===== src/sv/lgs_ram.sv =====
`timescale 1ns / 1ps
module lgs_ram #(
  parameter int DEPTH = 64,
  parameter int WIDTH = 8
) (
  input  logic                     clk,
  input  logic                     we,
  input  logic [$clog2(DEPTH)-1:0] waddr,
  input  logic [WIDTH-1:0]         wdata,
  input  logic [$clog2(DEPTH)-1:0] raddr,
  output logic [WIDTH-1:0]         rdata
);
  logic [WIDTH-1:0] mem [DEPTH];

  always_ff @(posedge clk) begin
    if (we) mem[waddr] <= wdata;
    rdata <= mem[raddr];
  end
endmodule


===== config.mk =====
export PLATFORM = sky130hd
export DESIGN_NAME = lgs_ram
export DESIGN_NICKNAME = d
export VERILOG_FILES = /design/src/sv/lgs_ram.sv
export SDC_FILE = /design/constraint.sdc
export NUM_CORES = 1
export LEC_CHECK = 0
export BUFFER_PORTS_ARGS = -buffer_cell sky130_fd_sc_hd__buf_2
export CAP_MARGIN = 10
export CORE_ASPECT_RATIO = 1.1
export CORE_MARGIN = 5
export CORE_UTILIZATION = 55
export CTS_BUF_LIST = sky130_fd_sc_hd__clkbuf_2 sky130_fd_sc_hd__clkbuf_4 sky130_fd_sc_hd__clkbuf_8
export DETAILED_ROUTE_END_ITERATION = 10
export PLACE_DENSITY_LB_ADDON = 0.08
export SETUP_SLACK_MARGIN = 0.1
export SYNTH_ARGS = -nofsm -noshare
export SYNTH_HDL_FRONTEND = slang
export SYNTH_SLANG_ARGS = --single-unit

===== constraint.sdc =====
create_clock -name clk -period 3.17 [get_ports clk]
set_clock_uncertainty 0.15 [all_clocks]
set_input_delay 0.1585 -clock clk [delete_from_list [all_inputs] [get_ports clk]]
set_output_delay 0.1585 -clock clk [all_outputs]
set_load 0.02 [all_outputs]

==> impl_metrics.json <==
{
  "route.vias.total": 9914,
  "top_level_ports": 30,
  "worst_path_max_delay_cell": "a2111oi_0",
  "worst_path_cell_chain": "buf_4 -> buf_12 -> mux4_2 -> nor2b_1 -> a2111oi_0 -> buf_4 -> o41ai_1",
  "synth_top_family_by_area": "multiplexers",
  "setup-tns-final_ns": 0,
  "ff2ff_setup_slack_ns": 0.88,
  "die-area_sq_mm": 0.0406,
  "num_rows": 73,
  "core_sq_mm": 0.0362,
  "worst_hold_path_type": "input pin to flop",
  "post-cts-setup-buffer-count": 0,
  "cts-root-buf": "clkbuf_8",
  "min-delay-start": "wdata[2]",
  "grt_max_degree": 74,
  "place.port_buffers": 29,
  "nNetsFinal": 1101,
  "r2r_end": "rdata[3]",
  "timing_hold_violations_final": 0,
  "setup_repair_after_global_routing_missed_its_margin": "false",
  "start_util": 0.558,
  "max-vdd-ir-drop_v": 0.000374,
  "cts_tree": "done",
  "yosys-mux-area-fraction": 0.159,
  "total_global_route_track_usage": 0.228,
  "worst_hold_path.num_cells": 1,
  "hold-path-endpoint": "mem[18][2]",
  "grt_overflow": 0,
  "timing.max_cap.violations": 0,
  "cp.required_ns": 3.48,
  "cpPeakStageDelay_ns": 0.67,
  "synth_cell_types": 40,
  "synth_seq_cells": 520,
  "tritoncts_num_sinks": 520,
  "drc_errors": 0,
  "criticalPathCategory": "input pin to flop",
  "post_route_cells_drive_above_1_share": 0.315,
  "timing.critical_path.from_type": "input pin",
  "antenna_found_initial": 3,
  "netlist_area_pre_place_sq_mm": 0.0202,
  "crit_fanout": 73,
  "reg2reg_from": "mem[3][3]",
  "syn-mean-instance-area_sq_um": 21.5,
  "outcome": "finished clean",
  "final.period_utilization": 0.728,
  "layout.cells.most_common": "edfxtp_1",
  "insertion_delay_ns": 0.60,
  "timing.reg2reg.worst_path_depth": 5,
  "routed_wl_microns": 44800,
  "p_leak_nw": 7.31,
  "critical_path.most_common_cell": "buf_4",
  "die_x_microns": 193,
  "numCtsBuffers": 79,
  "finalWorstPathRequiredPeriod_ns": 2.31,
  "gp_routability_congestion": 0.797,
  "cts_resized": 0,
  "clkSlewWorstSetupHoldPaths_ns": 0.06,
  "synth_xor_xnor_area_share": 0,
  "synth.yosys.seq_area_share": 0.770,
  "yosys.area_share.adder": 0,
  "ctsHtreeMaxLevel": 3,
  "die_h_microns": 211,
  "synth_compound_gate_area_share": 0.0207,
  "yosysWarnings": 0,
  "hpwlAfterDp_microns": 27600,
  "worstSetupEndpointType": "flop",
  "area_growth_pct": 13.2,
  "max_clock_freq_mhz": 433,
  "most_used_cells_in_the_layout_excluding_fill_and_tap_cells": "512 x edfxtp_1, 126 x mux4_2, 88 x clkbuf_8",
  "drt_iter0_drc": 964,
  "synth_fp_nets": 962,
  "slew_headroom": 0.235,
  "fin_util": 0.631,
  "cp_data_arrival_time_ns": 2.62,
  "slew_worst_pin_ns": 1.15,
  "firstDrtPassIters": 5,
  "via_to_cell_ratio": 6.08,
  "powerDensity_mw_per_mm2": 597,
  "final-setup-viol-count": 0,
  "synth_simple_gate_area_frac": 0.0339,
  "synthCells": 940,
  "via_count_of_the_first_global_routing_pass": 10462,
  "grt_pass1_wl_microns": 67400,
  "finalMaxSlewViolations": 0,
  "cts_buffer_depth": 3,
  "post_dr_wirelength_cell_microns": 27.5,
  "antenna_violating_nets_post_route": 0
}
==> worst max path at each step <==
stage	from	depth (start not counted)	endpoint	slack, ns
after floorplan	raddr[1]	7	rdata[3]	1.19
after global placement	raddr[1]	7	rdata[3]	0.33
after detailed placement	raddr[1]	7	rdata[3]	0.26
after CTS	mem[3][3]	5	rdata[3]	0.84
after global routing	mem[3][3]	5	rdata[3]	0.78
final	raddr[1]	7	rdata[3]	0.86
==> cell families (layout without fill, tap and decap cells) <==
group                  after synthesis  in the layout
buffers and inverters               51            253
flip-flops                         520            520
multiplexers                       162            162
AO/OA/AOI/OAI                       54             54
AND/OR/NAND/NOR                    153            153
other                                0              1
==> power breakdown <==
group	total [mW]	switching, mW	internal [mW]
Clock	5.26	2.47	2.79
Combinational	0.726	0.446	0.280
Sequential	7.64	0.0243	7.61
Total	13.6	2.94	10.7
==> critical path, delay by kind of cell <==
kind                   cells  cell delay (ns)
and+or+nand+nor            1             0.15
muxes                      1             0.41
buffers and inverters      3             1.03
AOI/OAI and AO/OA          2             0.75
==> flip-flops by register name, indices dropped and copies added (netlist names) <==
name,count
rdata,8
mem,512
==> Yosys cell counts <==
cell type  number  share of area
nand3b_1        3         0.0011
clkbuf_1       17         0.0032
nor4_1          2        0.00062
buf_2          11         0.0027
o2bb2ai_1       3         0.0013
a211oi_1        4         0.0015
nand4b_1        1        0.00043
nor2b_1        14         0.0043
o21ai_1         2        0.00050
nand3_1        13         0.0032
a221oi_1        6         0.0026
nand2_1        19         0.0035
buf_12          2         0.0020
nor3_1          7         0.0017
o311ai_1        1        0.00043
mux2_2         13         0.0073
o221ai_1        8         0.0035
dfxtp_1         8         0.0079
o221a_2         2         0.0011
nand2b_1        7         0.0022
nor2_1         83          0.015
o22ai_1         8         0.0025
o21a_1          2        0.00074
o21ai_0         2        0.00050
edfxtp_1      512           0.76
a22oi_1         3         0.0011
and2_1          1        0.00031
a31oi_1         1        0.00031
o32ai_1         2        0.00087
a2111oi_0       2        0.00087
nand4_1         2        0.00062
buf_6           4         0.0022
o41ai_1         2        0.00087
mux2i_1        23          0.011
buf_1           4        0.00074
mux4_2        126           0.14
buf_4          13         0.0048
a21oi_1         3        0.00074
or3_1           1        0.00031
o2111ai_1       3         0.0013
==> per-layer routing <==
layer | track usage | part of all wire
met2 | 0.360 | 0.50
met5 | 0 | 0.00058
met4 | 0.0664 | 0.023
met3 | 0.0603 | 0.084
met1 | 0.321 | 0.39
==> per-stage QoR <==
step                power, mW  area (sq um)  std cells  hold slack (ns)  setup WS [ns]
detailed placement       8.50         21200       1475            0.427          0.261
finish                   13.6         22800       1630           0.0253          0.862
global route             14.1         22800       1630           0.0343          0.778
CTS                      13.8         22800       1626           0.0104          0.841
floorplan                8.19         20200        940            0.107           1.19
global placement         8.48         21200       1475            0.420          0.326
==> area by class of cell <==
type	instances	area, sq um
Tap cell	487	609
Fill cell	2504	13300
Multi-Input combinational cell	369	4320
Clock buffer	103	1320
Sequential cell	520	15500
Antenna cell	1	2.50
Clock inverter	41	205
Timing Repair Buffer	109	850
==> timing repair <==
item / CTS / global route
endpoints found under the setup margin: 0 / 0
hold buffers: 7 / 1
hold endpoints to repair: 51 / 18
Note: power is estimated with default switching activity, not from simulation.
