### config.mk
export PLATFORM = sky130hd
export DESIGN_NAME = lgs_div
export DESIGN_NICKNAME = d
export VERILOG_FILES = /design/src/sv/lgs_pkg.sv /design/src/sv/lgs_div.sv
export SDC_FILE = /design/constraint.sdc
export NUM_CORES = 1
export LEC_CHECK = 0
export BUFFER_PORTS_ARGS = -buffer_cell sky130_fd_sc_hd__buf_4
export CORE_AREA = 3 3 140 142
export DETAILED_ROUTE_END_ITERATION = 7
export DIE_AREA = 0 0 143 145
export HOLD_SLACK_MARGIN = 0.06
export PLACE_DENSITY = 0.87
export SLEW_MARGIN = 25
export SYNTH_ARGS = -nofsm -noshare
export SYNTH_HDL_FRONTEND = slang
export SYNTH_SLANG_ARGS = --single-unit
### constraint.sdc
create_clock -name clk -period 9.8 [get_ports clk]
set_clock_uncertainty 0.15 [all_clocks]
set_input_delay 0.49 -clock clk [delete_from_list [all_inputs] [get_ports clk]]
set_output_delay 0.49 -clock clk [all_outputs]
set_load 0.005 [all_outputs]
### src/sv/lgs_pkg.sv
`timescale 1ns / 1ps
package lgs_pkg;

  localparam int MaxTopics  = 64;
  localparam int MaxVocab   = 4096;
  localparam int MaxDocs    = 1024;
  localparam int CountBits  = 24;
  localparam int TopicBits  = 6;
  localparam int WordBits   = 12;
  localparam int DocBits    = 10;
  localparam int KBits      = 7;
  localparam int VBits      = 13;
  localparam int PriorBits  = 24;
  localparam int TotBits    = 32;
  localparam int SumBits    = 40;
  localparam int DivBits    = 50;
  localparam int ClrBits    = TopicBits + WordBits;

  localparam logic [1:0] CFG_ALPHA  = 2'd0;
  localparam logic [1:0] CFG_BETA   = 2'd1;
  localparam logic [1:0] CFG_TOPICS = 2'd2;
  localparam logic [1:0] CFG_VOCAB  = 2'd3;

  localparam logic OP_ADD      = 1'b0;
  localparam logic OP_RESAMPLE = 1'b1;

  typedef struct packed {
    logic                 op;
    logic [DocBits-1:0]   doc_index;
    logic [WordBits-1:0]  word_id;
    logic [TopicBits-1:0] topic_in;
    logic [31:0]          random_fraction;
  } in_t;

  typedef struct packed {
    logic [TopicBits-1:0] topic_out;
    logic                 count_error;
  } out_t;

  typedef enum logic [4:0] {
    S_CLEAR, S_IDLE, S_RRD, S_RCHK, S_KRD, S_KDAT, S_DIV1, S_DIV2, S_ACC,
    S_THR1, S_THR2, S_SRD, S_SCMP, S_ARD, S_AWR, S_DONE
  } state_t;

endpackage

### src/sv/lgs_div.sv
`timescale 1ns / 1ps
module lgs_div import lgs_pkg::*; (
  input  logic               clk,
  input  logic               rst_n,
  input  logic               start,
  input  logic [DivBits-1:0] num,
  input  logic [DivBits-1:0] den,
  output logic               done,
  output logic [31:0]        quo
);
  logic               busy_r, busy_nxt, done_r, done_nxt;
  logic [4:0]         cnt_r, cnt_nxt;
  logic [DivBits-1:0] rem_r, rem_nxt, den_r, den_nxt;
  logic [31:0]        q_r, q_nxt;
  logic [DivBits-1:0] rem_sh;

  always_comb begin
    busy_nxt = busy_r;
    done_nxt = 1'b0;
    cnt_nxt  = cnt_r;
    rem_nxt  = rem_r;
    den_nxt  = den_r;
    q_nxt    = q_r;
    rem_sh   = {rem_r[DivBits-2:0], 1'b0};
    if (start && !busy_r) begin
      if (den == '0) begin
        q_nxt    = '0;
        done_nxt = 1'b1;
      end else if (num >= den) begin
        q_nxt    = '1;
        done_nxt = 1'b1;
      end else begin
        rem_nxt  = num;
        den_nxt  = den;
        cnt_nxt  = '0;
        q_nxt    = '0;
        busy_nxt = 1'b1;
      end
    end else if (busy_r) begin
      // restoring step, one quotient bit a cycle
      if (rem_sh >= den_r) begin
        rem_nxt = rem_sh - den_r;
        q_nxt   = {q_r[30:0], 1'b1};
      end else begin
        rem_nxt = rem_sh;
        q_nxt   = {q_r[30:0], 1'b0};
      end
      cnt_nxt = cnt_r + 5'd1;
      if (cnt_r == 5'd31) begin
        busy_nxt = 1'b0;
        done_nxt = 1'b1;
      end
    end
  end

  always_ff @(posedge clk) begin
    if (!rst_n) begin
      busy_r <= 1'b0;
      done_r <= 1'b0;
    end else begin
      busy_r <= busy_nxt;
      done_r <= done_nxt;
    end
    cnt_r <= cnt_nxt;
    rem_r <= rem_nxt;
    den_r <= den_nxt;
    q_r   <= q_nxt;
  end

  assign done = done_r;
  assign quo  = q_r;
endmodule

==> results by group <==
GRT
  • First-pass GRT wire length: 44.9 mm
  • Initial antenna violation count: 0
  • GRT Total Usage: 0.270
  • Gr ovfl total: 0
  • Largest net degree at the start of global routing: 70
  • Via count of the first global-routing pass: 8929

Setup path
  • Worst setup path endpoint: rem_r[42]
  • Reg2Reg Setup Slack: 5.28 ns
  • Crit Path Max Fanout: 21
  • Reg-to-reg critical path startpoint: den_r[0]
  • Crit. Startpoint: den_r[0]
  • Critical Path AT: 4.63 ns
  • WP data required: 9.91 ns
  • CP Class: flop to flop
  • Worst r2r dst: rem_r[42]
  • CP Capture Type: flop
  • Crit start category: flop
  • R2r worst-path depth: 11

Floorplanning
  • Chip width: 143 um
  • Initial Util: 0.543
  • I/O pin cnt: 136
  • Die Y: 145 um
  • Core area: 18600 sq um
  • Num rows: 50
  • Die area: 20700 sq um

Drt
  • Drt first-iter violations: 958
  • Routed Antenna Nets: 0
  • Via count: 9044
  • WL/cell: 19.5 um
  • Number of remaining DRC errors: 0
  • Post-DR vias/cell: 6.22
  • Drt pass-1 iters: 6
  • Routed WL: 28.4 mm

Yosys
  • Yosys warning total: 0
  • Number of synthesized flops with an enable pin: 136
  • Sequential-to-total area share from yosys stat: 0.409
  • Fraction of registers with async set/reset: 0
  • Yosys reg bits: 138
  • Cell accounting for the most synthesized area: edfxtp_1
  • Post-synth cell types: 66
  • Syn_area_per_cell: 9.23 sq um
  • Synth top cells by count: edfxtp_1 (136), nand2_1 (111), inv_1 (110), ha_1 (102), nor2_1 (85)
  • Share of the synthesized area in the top cell type: 0.405
  • Synth Instances: 1092
  • Count leader, synth: edfxtp_1
  • Area contributors post-synth: edfxtp_1 (41%), ha_1 (13%), a21o_1 (5.7%)
  • Syn nets: 1298
  • Cell Area, Synth: 10100 sq um
  • Synth Flop Type: edfxtp_1

Placement
  • Routability-driven placement congestion ratio: 0.977
  • Post-DP HPWL: 21.3 mm
  • IO buf count: 135
  • Placed Cells incl. Taps: 1423
  • Dpl cell area: 11300 sq um

Worst hold path
  • Hold Crit Class: primary input to flop
  • Hold depth: 1

Pwr
  • Max VDD drop: 132 uV
  • Design Power: 2.49 mW
  • Leak pwr: 5.43 nW
  • PwrDens: 210 nW/um^2

Final layout
  • Final Util: 0.638
  • Fin nets: 1414
  • Share of cells above drive strength 1: 0.161
  • Area growth syn-to-layout: 17.5%
  • Fill count: 1442
  • Non-filler cells in the finished layout: 1455
  • Reg area: 4120 sq um
  • Multi-input logic area: 5360 sq um
  • N_diodes: 0
  • Post-Layout Inst Area: 11900 sq um

CTS
  • CTS resizes: 0
  • CTS Buffer Depth: 2
  • Hold Buf Count CTS: 0
  • Clock tree from TritonCTS: built
  • Root Buffer: clkbuf_16
  • H-tree Lvls: 4
  • Setup repair bufs after CTS: 0
  • Clock Sinks: 138
  • Clock Latency Late Sink: 0.44 ns
  • Clk pin slew, worst setup/hold paths: 0.07 ns
  • Number of CTS-inserted buffers: 17

Timing
  • Final Max Tran Viols: 0
  • Setup TNS: 0 ns
  • RSZ-0062 raised after global routing: no
  • Slew headroom: 0.451
  • Max frequency: 221 MHz
  • Final Critical Period: 4.52 ns
  • Final worst path period share: 0.461
  • Final hold violations: 0
  • Worst Tran Pin Value: 0.817 ns
  • Number of setup violations in the final report: 0

Run
  • Max-Cap Viols: 0

Outcome
  • Status: completed
[layout by cell type (no fill, tap or decap), types with 23 or more instances in the layout]
cell and instances:
nand3_1 23, o21ai_0 43, inv_1 110, edfxtp_1 136
ha_1 102, a21oi_1 75, a31oi_1 42, xnor2_1 26
buf_4 142, nand2_1 111, nor2_1 85, a21o_1 76
nand4_1 26
[worst min-delay path by stage]
stage	from	end	slack, ns
after floorplan	busy_r	done	0.33
after global placement	quo[26]	quo[27]	0.38
after detailed placement	busy_r	done	0.38
after CTS	den[46]	den_r[46]	0.08
after global routing	den[46]	den_r[46]	0.09
final	den[46]	den_r[46]	0.1
[stage by stage]
stage	setup WS, ns	hold slack (ns)
final	5.28	0.0966
after global routing	5.05	0.0877
after CTS	5.36	0.0839
after detailed placement	5.13	0.375
after global placement	5.18	0.379
after floorplan	3.55	0.331
[state kept, by name, summed over array words and instances (netlist names)]
name / cells
den_r: 50
rem_r: 49
quo: 32
cnt_r: 5
busy_r: 1
done: 1
[cells by family after synthesis]
kind of cell,count (synthesis),share of synthesized area
flip-flops,138,0.409
XOR/XNOR,42,0.0365
buffers and inverters,157,0.0612
AND/OR/NAND/NOR,335,0.157
adder cells (fa/ha/maj),103,0.129
AO/OA/AOI/OAI,315,0.206
multiplexers,2,0.00199
[where the power goes]
part           internal (mW)  total, mW  switching, mW
Sequential             0.781      0.831         0.0500
Clock                  0.361      0.650          0.288
Combinational          0.398       1.01          0.607
Total                   1.54       2.49          0.945
[layout make-up]
type,count,area share
sequential,138,0.348
timing repair buffer,143,0.0909
clock buffer,18,0.0362
multi-input combinational,797,0.452
clock inverter,14,0.0128
tap,234,0.0247
inverter,111,0.0352
[per-layer routing]
metal,track usage,wire length (um),vias up
met5,0,0,-
met4,0.127,1280,0
met3,0.0610,2510,82
met2,0.411,12900,462
met1,0.364,11700,4296
li1,-,-,4204
[worst max-delay path, stage by stage, from the launching register on]
cell and delay [ns]:
edfxtp_1 0.45, fa_1 0.44, and2b_1 0.26, o31ai_2 0.09
a21oi_1 0.31, a211o_2 0.27, o211ai_2 0.14, a2111oi_4 0.64
or2_1 0.71, buf_4 0.40, nand2_2 0.18, o211ai_1 0.29
Note: power is estimated with default switching activity, not from simulation.
